[config.mk]
export PLATFORM = sky130hd
export DESIGN_NAME = rotor_positioner_stall_guard
export DESIGN_NICKNAME = d
export VERILOG_FILES = /design/src/rps_pkg.sv /design/src/rps_cfg.sv /design/src/rps_step.sv /design/src/rotor_positioner_stall_guard.sv
export SDC_FILE = /design/constraint.sdc
export NUM_CORES = 1
export LEC_CHECK = 0
export ABC_AREA = 1
export BUFFER_PORTS_ARGS = -buffer_cell sky130_fd_sc_hd__buf_2
export CELL_PAD_IN_SITES_DETAIL_PLACEMENT = 2
export CELL_PAD_IN_SITES_GLOBAL_PLACEMENT = 2
export CORE_AREA = 2 2 208 210
export DETAILED_ROUTE_END_ITERATION = 16
export DIE_AREA = 0 0 210 212
export GPL_TIMING_DRIVEN = 1
export PLACE_DENSITY_LB_ADDON = 0.1
export SLEW_MARGIN = 20
export SYNTH_ARGS = -nofsm -noshare
export SYNTH_HDL_FRONTEND = slang
export SYNTH_SLANG_ARGS = --single-unit
[constraint.sdc]
create_clock -name clk_i -period 9.9 [get_ports clk_i]
set_input_delay 0.495 -clock clk_i [delete_from_list [all_inputs] [get_ports clk_i]]
set_output_delay 0.495 -clock clk_i [all_outputs]
set_load 0.02 [all_outputs]
[src/rps_pkg.sv]
// Shared types and constants for the rotor positioner with stall guard.
package rps_pkg;

  typedef enum logic [1:0] {
    KIND_GO   = 2'd0,
    KIND_STOP = 2'd1,
    KIND_TICK = 2'd2
  } kind_e;

  typedef enum logic [1:0] {
    DRV_OFF = 2'd0,
    DRV_FWD = 2'd1,
    DRV_REV = 2'd2
  } drive_e;

  typedef enum logic [1:0] {
    REG_CHECK_INTERVAL = 2'd0,
    REG_APPROACH_STOP  = 2'd1,
    REG_MIN_MOVE_STEP  = 2'd2,
    REG_MIN_DELTA      = 2'd3
  } cfg_idx_e;

  localparam int unsigned CfgIdxWidth  = 2;
  localparam int unsigned CfgDataWidth = 16;

  localparam logic [15:0] CheckIntervalRst = 16'd1000;
  localparam logic [14:0] ApproachStopRst  = 15'd2;
  localparam logic [15:0] MinMoveStepRst   = 16'd1;
  localparam logic [15:0] MinDeltaRst      = 16'd2;

  typedef struct packed {
    logic [15:0] check_interval_ms;
    logic [14:0] approach_stop;
    logic [15:0] min_move_step;
    logic [15:0] min_delta;
  } cfg_t;

  typedef struct packed {
    logic [1:0]         direction;
    logic signed [15:0] goal;
    logic [15:0]        last_distance;
    logic [31:0]        now_ms;
    logic [31:0]        check_deadline;
  } state_t;

  typedef struct packed {
    logic [1:0] drive;
    logic       started;
    logic       ignored_close;
    logic       approach_stop_res;
    logic       wrong_direction;
    logic       stalled;
  } result_t;

endpackage

[src/rps_cfg.sv]
// Configuration register file of the rotor positioner.
module rps_cfg (
  input  logic                                clk_i,
  input  logic                                rst_ni,
  input  logic                                cfg_we_i,
  input  logic [rps_pkg::CfgIdxWidth-1:0]     cfg_idx_i,
  input  logic [rps_pkg::CfgDataWidth-1:0]    cfg_data_i,
  output rps_pkg::cfg_t                       cfg_o
);

  rps_pkg::cfg_t cfg_q;

  always_ff @(posedge clk_i or negedge rst_ni) begin
    if (!rst_ni) begin
      cfg_q.check_interval_ms <= rps_pkg::CheckIntervalRst;
      cfg_q.approach_stop     <= rps_pkg::ApproachStopRst;
      cfg_q.min_move_step     <= rps_pkg::MinMoveStepRst;
      cfg_q.min_delta         <= rps_pkg::MinDeltaRst;
    end else if (cfg_we_i) begin
      case (cfg_idx_i)
        rps_pkg::REG_CHECK_INTERVAL: cfg_q.check_interval_ms <= cfg_data_i;
        rps_pkg::REG_APPROACH_STOP:  cfg_q.approach_stop     <= cfg_data_i[14:0];
        rps_pkg::REG_MIN_MOVE_STEP:  cfg_q.min_move_step     <= cfg_data_i;
        rps_pkg::REG_MIN_DELTA:      cfg_q.min_delta         <= cfg_data_i;
        default: ;
      endcase
    end
  end

  assign cfg_o = cfg_q;

endmodule

[src/rps_step.sv]
// Next-state and result logic for one positioner request.
module rps_step (
  input  rps_pkg::cfg_t        cfg_i,
  input  rps_pkg::state_t      state_i,
  input  logic [1:0]           kind_i,
  input  logic signed [15:0]   target_i,
  input  logic signed [15:0]   position_i,
  output rps_pkg::state_t      state_o,
  output rps_pkg::result_t     result_o
);

  logic signed [16:0] pos_ext;
  logic signed [16:0] tgt_ext;
  logic signed [16:0] goal_ext;
  logic signed [16:0] go_diff;
  logic signed [16:0] go_neg;
  logic [15:0]        go_dist;
  logic signed [16:0] goal_diff;
  logic signed [16:0] goal_neg;
  logic [15:0]        cur_dist;
  logic signed [16:0] remain;
  logic               near;
  logic [16:0]        step_diff;
  logic [16:0]        step_neg;
  logic [15:0]        step_abs;
  logic [31:0]        now_inc;
  logic               due;

  assign pos_ext   = {position_i[15], position_i};
  assign tgt_ext   = {target_i[15], target_i};
  assign goal_ext  = {state_i.goal[15], state_i.goal};

  assign go_diff   = pos_ext - tgt_ext;
  assign go_neg    = -go_diff;
  assign go_dist   = go_diff[16] ? go_neg[15:0] : go_diff[15:0];

  assign goal_diff = pos_ext - goal_ext;
  assign goal_neg  = -goal_diff;
  assign cur_dist  = goal_diff[16] ? goal_neg[15:0] : goal_diff[15:0];
  assign remain    = (state_i.direction == rps_pkg::DRV_FWD) ? goal_neg : goal_diff;
  assign near      = remain < $signed({2'b00, cfg_i.approach_stop});

  assign step_diff = {1'b0, cur_dist} - {1'b0, state_i.last_distance};
  assign step_neg  = -step_diff;
  assign step_abs  = step_diff[16] ? step_neg[15:0] : step_diff[15:0];

  assign now_inc   = state_i.now_ms + 32'd1;
  assign due       = now_inc > state_i.check_deadline;

  always_comb begin
    state_o  = state_i;
    result_o = '0;
    case (kind_i)
      rps_pkg::KIND_GO: begin
        if (go_dist < cfg_i.min_delta) begin
          result_o.ignored_close = 1'b1;
        end else begin
          state_o.goal           = target_i;
          state_o.last_distance  = go_dist;
          state_o.check_deadline = state_i.now_ms + {16'd0, cfg_i.check_interval_ms};
          state_o.direction      = (target_i > position_i) ? rps_pkg::DRV_FWD
                                                           : rps_pkg::DRV_REV;
          result_o.started       = 1'b1;
        end
      end
      rps_pkg::KIND_STOP: begin
        state_o.direction = rps_pkg::DRV_OFF;
      end
      rps_pkg::KIND_TICK: begin
        state_o.now_ms = now_inc;
        if (state_i.direction != rps_pkg::DRV_OFF) begin
          if (near) begin
            state_o.direction          = rps_pkg::DRV_OFF;
            result_o.approach_stop_res = 1'b1;
          end
          if (due) begin
            state_o.check_deadline = now_inc + {16'd0, cfg_i.check_interval_ms};
            if (cur_dist > state_i.last_distance) begin
              state_o.direction        = rps_pkg::DRV_OFF;
              result_o.wrong_direction = 1'b1;
            end
            if (step_abs < cfg_i.min_move_step) begin
              state_o.direction = rps_pkg::DRV_OFF;
              result_o.stalled  = 1'b1;
            end
            state_o.last_distance = cur_dist;
          end
        end
      end
      default: ;
    endcase
    result_o.drive = state_o.direction;
  end

endmodule

[src/rotor_positioner_stall_guard.sv]
// Top level of the rotor positioner with stall guard.
//
// Input channel (in_valid_i/in_ready_o) carries one request per accepted edge:
// kind (go, stop, one-millisecond tick), target and measured position.
// Output channel (out_valid_o/out_ready_i) returns exactly one result per
// request, in order: drive after the request plus started, ignored_close,
// approach_stop_res, wrong_direction and stalled flags.
// Path: a request accepted into the request register is evaluated against the
// controller state and its result is loaded into the result register, where
// out_valid_o rises, once the output is not stalled.
// Throughput: one request per cycle unless stalled; the whole evaluation is a
// single pass of subtract/compare logic between request and result registers.
// Stall: while out_valid_o is high and out_ready_i low, the result holds, one
// more request waits in the request register, then in_ready_o drops.
// Reset: configuration returns to check interval 1000 ms, approach stop 2,
// min move step 1, min delta 2; drive off, goal, distance and counters zero.
// Configuration is written through cfg_we_i/cfg_idx_i/cfg_data_i; the user must
// write it only while no request is in flight, which the block does not enforce.
module rotor_positioner_stall_guard (
  input  logic                             clk_i,
  input  logic                             rst_ni,
  input  logic                             in_valid_i,
  output logic                             in_ready_o,
  input  logic [1:0]                       kind_i,
  input  logic signed [15:0]               target_i,
  input  logic signed [15:0]               position_i,
  output logic                             out_valid_o,
  input  logic                             out_ready_i,
  output logic [1:0]                       drive_o,
  output logic                             started_o,
  output logic                             ignored_close_o,
  output logic                             approach_stop_res_o,
  output logic                             wrong_direction_o,
  output logic                             stalled_o,
  input  logic                             cfg_we_i,
  input  logic [rps_pkg::CfgIdxWidth-1:0]  cfg_idx_i,
  input  logic [rps_pkg::CfgDataWidth-1:0] cfg_data_i
);

  rps_pkg::cfg_t      cfg;
  rps_pkg::state_t    state_q;
  rps_pkg::state_t    state_d;
  rps_pkg::result_t   result_d;
  rps_pkg::result_t   result_q;
  logic               req_valid_q;
  logic [1:0]         req_kind_q;
  logic signed [15:0] req_target_q;
  logic signed [15:0] req_position_q;
  logic               out_valid_q;
  logic               advance;
  logic               fire;

  rps_cfg u_cfg (
    .clk_i      (clk_i),
    .rst_ni     (rst_ni),
    .cfg_we_i   (cfg_we_i),
    .cfg_idx_i  (cfg_idx_i),
    .cfg_data_i (cfg_data_i),
    .cfg_o      (cfg)
  );

  rps_step u_step (
    .cfg_i      (cfg),
    .state_i    (state_q),
    .kind_i     (req_kind_q),
    .target_i   (req_target_q),
    .position_i (req_position_q),
    .state_o    (state_d),
    .result_o   (result_d)
  );

  assign advance    = !out_valid_q || out_ready_i;
  assign fire       = req_valid_q && advance;
  assign in_ready_o = !req_valid_q || advance;

  always_ff @(posedge clk_i or negedge rst_ni) begin
    if (!rst_ni) begin
      req_valid_q <= 1'b0;
      out_valid_q <= 1'b0;
      state_q     <= '0;
    end else begin
      if (in_ready_o) begin
        req_valid_q <= in_valid_i;
      end
      if (advance) begin
        out_valid_q <= req_valid_q;
      end
      if (fire) begin
        state_q <= state_d;
      end
    end
  end

  always_ff @(posedge clk_i) begin
    if (in_valid_i && in_ready_o) begin
      req_kind_q     <= kind_i;
      req_target_q   <= target_i;
      req_position_q <= position_i;
    end
    if (fire) begin
      result_q <= result_d;
    end
  end

  assign out_valid_o         = out_valid_q;
  assign drive_o             = result_q.drive;
  assign started_o           = result_q.started;
  assign ignored_close_o     = result_q.ignored_close;
  assign approach_stop_res_o = result_q.approach_stop_res;
  assign wrong_direction_o   = result_q.wrong_direction;
  assign stalled_o           = result_q.stalled;

`ifndef SYNTHESIS
  a_started_drives : assert property (@(posedge clk_i) disable iff (!rst_ni)
    out_valid_o && started_o |-> drive_o != rps_pkg::DRV_OFF)
    else $error("started result without drive");

  a_stop_flags_off : assert property (@(posedge clk_i) disable iff (!rst_ni)
    out_valid_o && (approach_stop_res_o || wrong_direction_o || stalled_o)
      |-> drive_o == rps_pkg::DRV_OFF)
    else $error("stop flag with drive still on");

  a_tick_counts : assert property (@(posedge clk_i) disable iff (!rst_ni)
    fire && req_kind_q == rps_pkg::KIND_TICK
      |=> state_q.now_ms == $past(state_q.now_ms) + 32'd1)
    else $error("tick did not advance millisecond counter");

  a_drive_matches : assert property (@(posedge clk_i) disable iff (!rst_ni)
    fire |=> drive_o == state_q.direction)
    else $error("result drive differs from controller state");
`endif

endmodule
# After elaboration in Yosys (flattened, before gate mapping)
# Index checks and enable logic that the tools add are counted.
# word_totals
wordCells,88
inputBits,57
output_inout_bits,9
regBits,204
# op_classes
n_reduce_logical,19
mux,24
add_sub_neg,9
bitwise,1
n_lt_le_gt_ge,6
n_eq_ne,9
# op_table
operator,count
$mux W32,3
$mux W16,5
$add A32 B16 Y32,2
$pmux W32 S2,1
$sub A16 B16 Y17,3
$mux W34,1
$add A32 B1 Y32 const B,1
$gt A16 B16 Y1,2
$gt A32 B32 Y1,1
$lt A16 B16 Y1,2
$neg A16 Y16,2
$pmux W16 S2,1
$lt A17 B16 Y1,1
$mux W17,1
$neg A17 Y17,1
$mux W2,6
$reduce_and A2 Y1,6
$eq A2 B1 Y1 const B,3
$eq A2 B2 Y1 const B,3
$pmux W2 S3,1
$reduce_and A3 Y1,2
$mux W1,5
$reduce_and A5 Y1,1
$logic_not A2 Y1,2
7 further kinds,12

# Logic depth before layout (Yosys ltp)
# Gate-level depths: netlist of the first run.
# depth
depth_word,11
ltp_mapped,43
mapped_depth_nobuf,43

# Cells and area by module
# From an unflattened synthesis of the first run, not the netlist that was laid out.
# hier_totals
cells_unflattened,2944
hier_area_um2,19423.6
# modules_own_cells
mod,area_per_inst_um2,seq_area_each_um2,instances,cells_per_inst
rps_step,11586.1,0.0,1,2188
rotor_positioner_stall_guard,5247.5,3733.6,1,475
rps_cfg,2590.0,1587.8,1,281

# Worst setup path before layout of the first run
# No wires, ideal clock.
# synth_timing
path_type,reg2reg
from,register state_q[80] in the netlist's numbering
to,register result_q (netlist bit drive_o[0]) (data pin)
required_ns,9.639
slack_ns,4.854
n_path_buf,0
arrival_time_ns,4.785
period_less_slack_ns,5.046
setup_time_ns,0.261
stages_incl_launch_ff,35
cell_sequence,dfrtp_1 > ha_1 > fa_1 > inv_1 > nand3_1 > nand3_1 > xor2_1 > nor2_1 > nand3_1 > nor2_1 > nand2_1 > nand2_1 > o21ai_0 > ha_1 > a21oi_1 > a21boi_0 > nand3_1 > nand3_1 > nand2_1 > xnor2_1 > nand2_1 > nor2_1 > nand3_1 > nand2_1 > nand2_1 > a21oi_1 > ha_1 > a21oi_1 > o21ai_0 > nor2_1 > nand2_1 > nand2_1 > nand3_1 > nand4_1 > nand2_1
# synth_lines
item,line_no,rtl
start: declaration,rotor_positioner_stall_guard.sv:41,rps_pkg::state_t state_q;
start signal: assignment,rotor_positioner_stall_guard.sv:89,state_q <= state_d;
end signal: assignment,rotor_positioner_stall_guard.sv:101,result_q <= result_d;
end: declaration,rotor_positioner_stall_guard.sv:44,rps_pkg::result_t result_q;

==> qor.yml, run 1 <==
yosys:
  yosys.area.top_type: "dfrtp_1"
  synth_cell_type_count: 52
  synthTopCellsByCount: "678 x nand2_1, 362 x inv_1, 206 x o21ai_0, 154 x dfrtp_1, 145 x ha_1"
  synth_xor_area_share_pct: 5.35
  async_flop_share_pct: 79.9
  synthMuxAreaShare_pct: 0.0693
  syn-cell-area_um2: 16300
  synth_top_family_by_area: "simple AND/OR/NAND/NOR gates"
  synth_edf_count: 41
  ys_seq_area_share_pct: 32.7
  synthAdderAreaFrac_pct: 11.7
  syn_inst: 2312
  syn_area_per_cell_um2: 7.03
  ys_warn_count: 0
  synth_nets: 2518
  ys.flop_type: "dfrtp_1"
  synth_seq_cells: 204
  post-synth-top-count-cell: "nand2_1"
  synth-simple-area-share_pct: 27.2
  synth-compound-area-share_pct: 13.2
  ys_top_cells_by_area: "dfrtp_1 24%, nand2_1 16%, ha_1 11%"
  yosys.area.top_type_share_pct: 23.7
clock_tree:
  h-tree-depth: 1
  clk_pin_slew_ns: 0.06
  cts_buffers: 27
  clk_path_buf_depth: 3
  cts.sinks: 204
  cts.root.buffer_cell: "clkbuf_16"
  post-cts-setup-buffer-count: 0
  ctsResizeCount: 0
  clock_latency_ns: 0.59
  cts_tree: "done"
  cts_hold_buf: 1
floorplan:
  core_area_um2: 42500
  io_pins: 66
  die_h_um: 212
  initial_core_util_pct: 38.2
  die-area_um2: 44500
  placementRows: 76
  die_w_um: 210
drt:
  met1_length_um: 26400
  met3_length_um: 1660
  ant_nets: 0
  wl_met2_um: 30000
  vias: 15600
  finalWirelength_um: 60100
  vias_per_cell: 5.32
  first_pass_iters: 5
  drc: 0
  wire_per_inst_um: 20.4
  top_layer: "met4"
  drtIter0Drc: 669
worst_setup_path:
  critical-path-top-cell-by-count: "nand2_1"
  setup.worst_path.start: "state_q[80]"
  worstSetupPathType: "reg -> reg"
  cpMaxStageDelayCell: "a211oi_4"
  slowest_delay_ns: 0.71
  cp-start-kind: "flop"
  critPathBufInv: 3
  r2r-end: "drive_o[1]"
  crit_fanout: 21
  endpoint_kind: "flop"
  critPathTopFamily: "simple AND/OR/NAND/NOR gates"
  rr_startpoint: "state_q[80]"
  reg2reg_slack_ns: 3.07
  reg2reg_depth: 36
  worstPathArrival_ns: 7.15
  worstPathRequired_ns: 10.22
run:
  cap_violations: 0
place:
  place_congestion: 0.881
  port_buffers: 65
  detailed_place_hpwl_um: 47300
sta:
  max_slew_margin_pct: 28.0
  fin_crit_sh_pct: 69.0
  timing.final.crit_period_ns: 6.83
  finalSetupViolations: 0
  finClkSkew_ns: 0.0224
  finalHoldViolations: 0
  fin_tns_setup_ns: 0
  rsz0062_at_grt: "false"
  fmax_ghz: 0.146
  tightest_slew_ns: 1.08
  final_max_slew_viol_count: 0
global_routing:
  grt_pass1_wl_um: 95800
  grt_pass1_vias: 17500
  overflow: 0
  track_usage_pct: 27.3
  grt_max_degree: 66
  antenna_found_initial: 2
worst_hold_path:
  min_from: "target_i[9]"
  min_path_type: "in -> reg"
  min_to: "req_target_q[9]"
  hold_depth: 1
cells_and_area:
  fillers: 5070
  nNetsFinal: 2577
  drive_above_1_share_pct: 8.11
  syn_to_final_growth_pct: 11.8
status:
  status: "completed"
area by class of cell:
cell class	instances	area, um2	area share, %
repair buffers	77	424	2.33
flip-flops and latches	204	5320	29.3
diodes	1	2.50	0.0138
clock inverters	18	269	1.48
multi-input cells	1688	9370	51.5
inverters	373	1400	7.70
well taps	546	683	3.76
clock buffers	32	704	3.88
cells in the final DEF, fill, tap and decap left out, drive strengths merged, types with 5 or more instances in the layout:
| cell | count |
|---|---|
| xor2 | 68 |
| o21bai | 5 |
| nand3b | 7 |
| bufinv | 6 |
| dfrtp | 154 |
| nand2 | 686 |
| edfxtp | 41 |
| and2 | 7 |
| nor3 | 30 |
| o211ai | 7 |
| a21oi | 94 |
| nand4 | 32 |
| o22ai | 18 |
| o21ai | 238 |
| buf | 76 |
| nand3 | 123 |
| clkinv | 8 |
| ha | 145 |
| clkbuf | 32 |
| a211oi | 5 |
| inv | 374 |
| xnor2 | 27 |
| nor2 | 153 |
| o21a | 8 |
| a21boi | 8 |
| dfstp | 9 |
worst max path at each step:
stage	end	slack, ns	cells after the start
after detailed placement	drive_o[1]	2.73	35
final	drive_o[1]	3.07	36
after global routing	state_q[97]	2.16	37
after global placement	drive_o[0]	3.11	36
after CTS	drive_o[1]	2.72	35
after floorplan	drive_o[0]	4.85	34
per-layer routing:
metal  vias to the layer above  GRT usage (%)
li1                       7561              -
met1                      7795           33.6
met2                       178           49.7
met3                        95           3.56
met4                         0           8.56
met5                         -              0
flip-flops by register name, summed over array words and instances (netlist names):
signal,count
out_valid_o,1
state_q,98
req_kind_q,2
u_cfg.cfg_o,63
started_o,1
req_valid_q,1
approach_stop_res_o,1
wrong_direction_o,1
drive_o,2
req_position_q,16
ignored_close_o,1
req_target_q,16
stalled_o,1
stage by stage:
stage / hold WS, ns / util [%] / cell area [um2] / cells / setup slack, ns
floorplan: 0.199 / - / 16300 / 2312 / 4.85
global placement: 0.456 / 40.4 / 17200 / 2887 / 3.11
detailed placement: 0.455 / 40.4 / 17200 / 2887 / 2.73
CTS: 0.0648 / 42.7 / 18200 / 2938 / 2.72
global route: 0.0721 / 42.7 / 18200 / 2938 / 2.16
finish: 0.0907 / 42.7 / 18200 / 2939 / 3.07
cell families (layout without fill, tap and decap cells):
group,count (synthesis),in the layout
muxes,1,1
DFF,204,204
other,0,1
AOI/OAI and AO/OA,395,395
and+or+nand+nor,1048,1048
xor gates and xnor gates,95,95
buffers and inverters,420,500
adders and majority gates,149,149
Power of run 1 is not shown: default switching activity piles up to over one toggle a cycle in this logic, so the estimate is an artifact.
==> run 2: changes to the inputs <==
--- a/config.mk
+++ b/config.mk
@@ -9,9 +9,9 @@
 export BUFFER_PORTS_ARGS = -buffer_cell sky130_fd_sc_hd__buf_2
 export CELL_PAD_IN_SITES_DETAIL_PLACEMENT = 2
 export CELL_PAD_IN_SITES_GLOBAL_PLACEMENT = 2
-export CORE_AREA = 2 2 208 210
+export CORE_AREA = 2 2 213 215
 export DETAILED_ROUTE_END_ITERATION = 16
-export DIE_AREA = 0 0 210 212
+export DIE_AREA = 0 0 215 217
 export GPL_TIMING_DRIVEN = 1
 export PLACE_DENSITY_LB_ADDON = 0.1
 export SLEW_MARGIN = 20
==> constraint.sdc (replaced) <==
create_clock -name clk_i -period 6.3 [get_ports clk_i]
set_input_delay 0.315 -clock clk_i [delete_from_list [all_inputs] [get_ports clk_i]]
set_output_delay 0.315 -clock clk_i [all_outputs]
set_load 0.02 [all_outputs]
==> qor.yml, run 2 (synthesized netlist as in run 1, its figures left out) <==
floorplan:
  die-area_um2: 46700  # was 44,500 um2
  core_area_um2: 44700  # was 42,500 um2
  initial_core_util_pct: 36.4  # was 38.2%
  placementRows: 78  # was 76
  die_h_um: 217  # was 212 um
  io_pins: 66  # unchanged
  die_w_um: 215  # was 210 um
cells_and_area:
  layout_commonest_cell: "nand2_1"  # unchanged
  largest_reg_flops: 98  # unchanged
  syn_to_final_growth_pct: 15.9  # was 11.8%
  fillers: 5338  # was 5,070
  layout_common_cells: "671 x nand2_1, 361 x inv_1, 196 x o21ai_0, 154 x dfrtp_1, 133 x ha_1"  # was 678 x nand2_1, 361 x inv_1, 206 x o21ai_0, 154 x dfrtp_1, 145 x ha_1
  layout.cells.non_filler: 3039  # was 2,939
  drive_above_1_share_pct: 10.7  # was 8.11%
  regMostFlops: "state_q"  # unchanged
  nNetsFinal: 2625  # was 2,577
  antenna_cells: 0  # was 1
clock_tree:
  cts.root.buffer_cell: "clkbuf_16"  # unchanged
  cts_buffers: 26  # was 27
  cts_tree: "done"  # unchanged
  clock_latency_ns: 0.58  # was 0.59 ns
  clk_path_buf_depth: 3  # unchanged
  clk_pin_slew_ns: 0.07  # was 0.06 ns
  cts.sinks: 204  # unchanged
  h-tree-depth: 1  # unchanged
worst_setup_path:
  slowest_delay_ns: 0.50  # was 0.71 ns
  setup.worst_path.start: "req_position_q[10]"  # was state_q[80]
  endpoint_kind: "flop"  # unchanged
  worstSetupPathType: "reg -> reg"  # unchanged
  worstPathRequired_ns: 6.61  # was 10.22 ns
  cp-start-kind: "flop"  # unchanged
  cpMaxStageDelayCell: "edfxtp_1"  # was a211oi_4
  worstPathArrival_ns: 6.17  # was 7.15 ns
  critPathBufInv: 4  # was 3
  crit_fanout: 20  # was 21
  critical-path-top-cell-by-count: "nand2_1"  # unchanged
  rr_startpoint: "req_position_q[10]"  # was state_q[80]
  critPathTopFamily: "simple AND/OR/NAND/NOR gates"  # unchanged
sta:
  max_slew_margin_pct: 26.2  # was 28.0%
  finalHoldViolations: 0  # unchanged
  fin_crit_sh_pct: 92.9  # was 69.0%
  timing.final.crit_period_ns: 5.85  # was 6.83 ns
  tightest_slew_ns: 1.11  # was 1.08 ns
  fin_tns_setup_ns: 0  # unchanged
  finClkSkew_ns: 0.0297  # was 0.0224 ns
  whs_ns: 0.0541  # was 0.0907 ns
  final_max_slew_viol_count: 0  # unchanged
  finalSetupViolations: 0  # unchanged
  fmax_ghz: 0.171  # was 0.146 GHz
global_routing:
  grt_pass1_vias: 17700  # was 17,500
  overflow: 0  # unchanged
  track_usage_pct: 27.2  # was 27.3%
  grt_max_degree: 101  # was 66
  antenna_found_initial: 1  # was 2
  grt_pass1_wl_um: 99500  # was 95,800 um
drt:
  drc: 0  # unchanged
  finalWirelength_um: 63300  # was 60,100 um
  vias_per_cell: 5.27  # was 5.32
  drtIter0Drc: 598  # was 669
  wire_per_inst_um: 20.8  # was 20.4 um
  ant_nets: 0  # unchanged
  vias: 16000  # was 15,600
  first_pass_iters: 6  # was 5
place:
  detailed_place_hpwl_um: 48800  # was 47,300 um
  place_congestion: 0.877  # was 0.881
  port_buffers: 65  # unchanged
  dp.cells: 2953  # was 2,887
worst_hold_path:
  min_from: "out_ready_i"  # was target_i[9]
  min_path_type: "in -> reg"  # unchanged
run:
  cap_violations: 0  # unchanged
status:
  status: "completed"  # unchanged
-- run 2: stage by stage --
stage,setup WS (ns),instance area [um2],utilization [%]
3_3_place_gp,0.0209,17300,38.8
4_1_cts,0.0395,18600,41.6
5_1_grt,-0.0575,18800,42.1
6_report,0.446,18800,42.1
3_5_place_dp,-0.135,17300,38.8
2_1_floorplan,1.25,16300,-
-- run 2: worst paths after layout --
path,endpoint,slack (ns),cells after the start
max in group asynchronous,state_q[97],4.34,3
hold reg to reg,state_q[11],0.48,2
hold / removal,out_valid_o,0.05,4
min in group asynchronous,state_q[8],0.43,2
setup / recovery,drive_o[0],0.45,32
setup reg to reg,drive_o[0],0.45,32
-- run 2: layer usage --
layer / up-vias / track usage [%] / wire length, um
li1: 7665 / - / -
met4: 2 / 9.36 / 2230
met2: 197 / 50.2 / 32200
met5: - / 0 / 16
met1: 8061 / 33.2 / 27400
met3: 99 / 2.52 / 1460
-- run 2: layout make-up --
cell class,count,area (um2),area share (%)
repair buffers,126,898,4.77
well taps,600,751,3.99
clock inverters,12,123,0.651
clock buffers,36,738,3.92
multi-input cells,1688,9600,51.0
flip-flops and latches,204,5320,28.3
inverters,373,1400,7.43
-- run 2: what timing repair did --
item / CTS / global route
setup endpoints to repair: 4 / 5
resized for setup: 6 / 67
hold endpoints to repair: 129 / 0
cloned: 0 / 0
pin swaps: 0 / 3
hold buffers: 36 / 0
buffers inserted: 0 / 2
-- run 2: worst reg2reg max path, delay by kind of cell (launching register included) --
kind | cells | cell delay (ns)
AOI/OAI and AO/OA | 4 | 0.47
adders and majority gates | 3 | 1.12
and+or+nand+nor | 20 | 2.83
buffers and inverters | 4 | 0.53
DFF | 1 | 0.50
xor gates and xnor gates | 1 | 0.11
Power of run 2 is left out for the same reason.
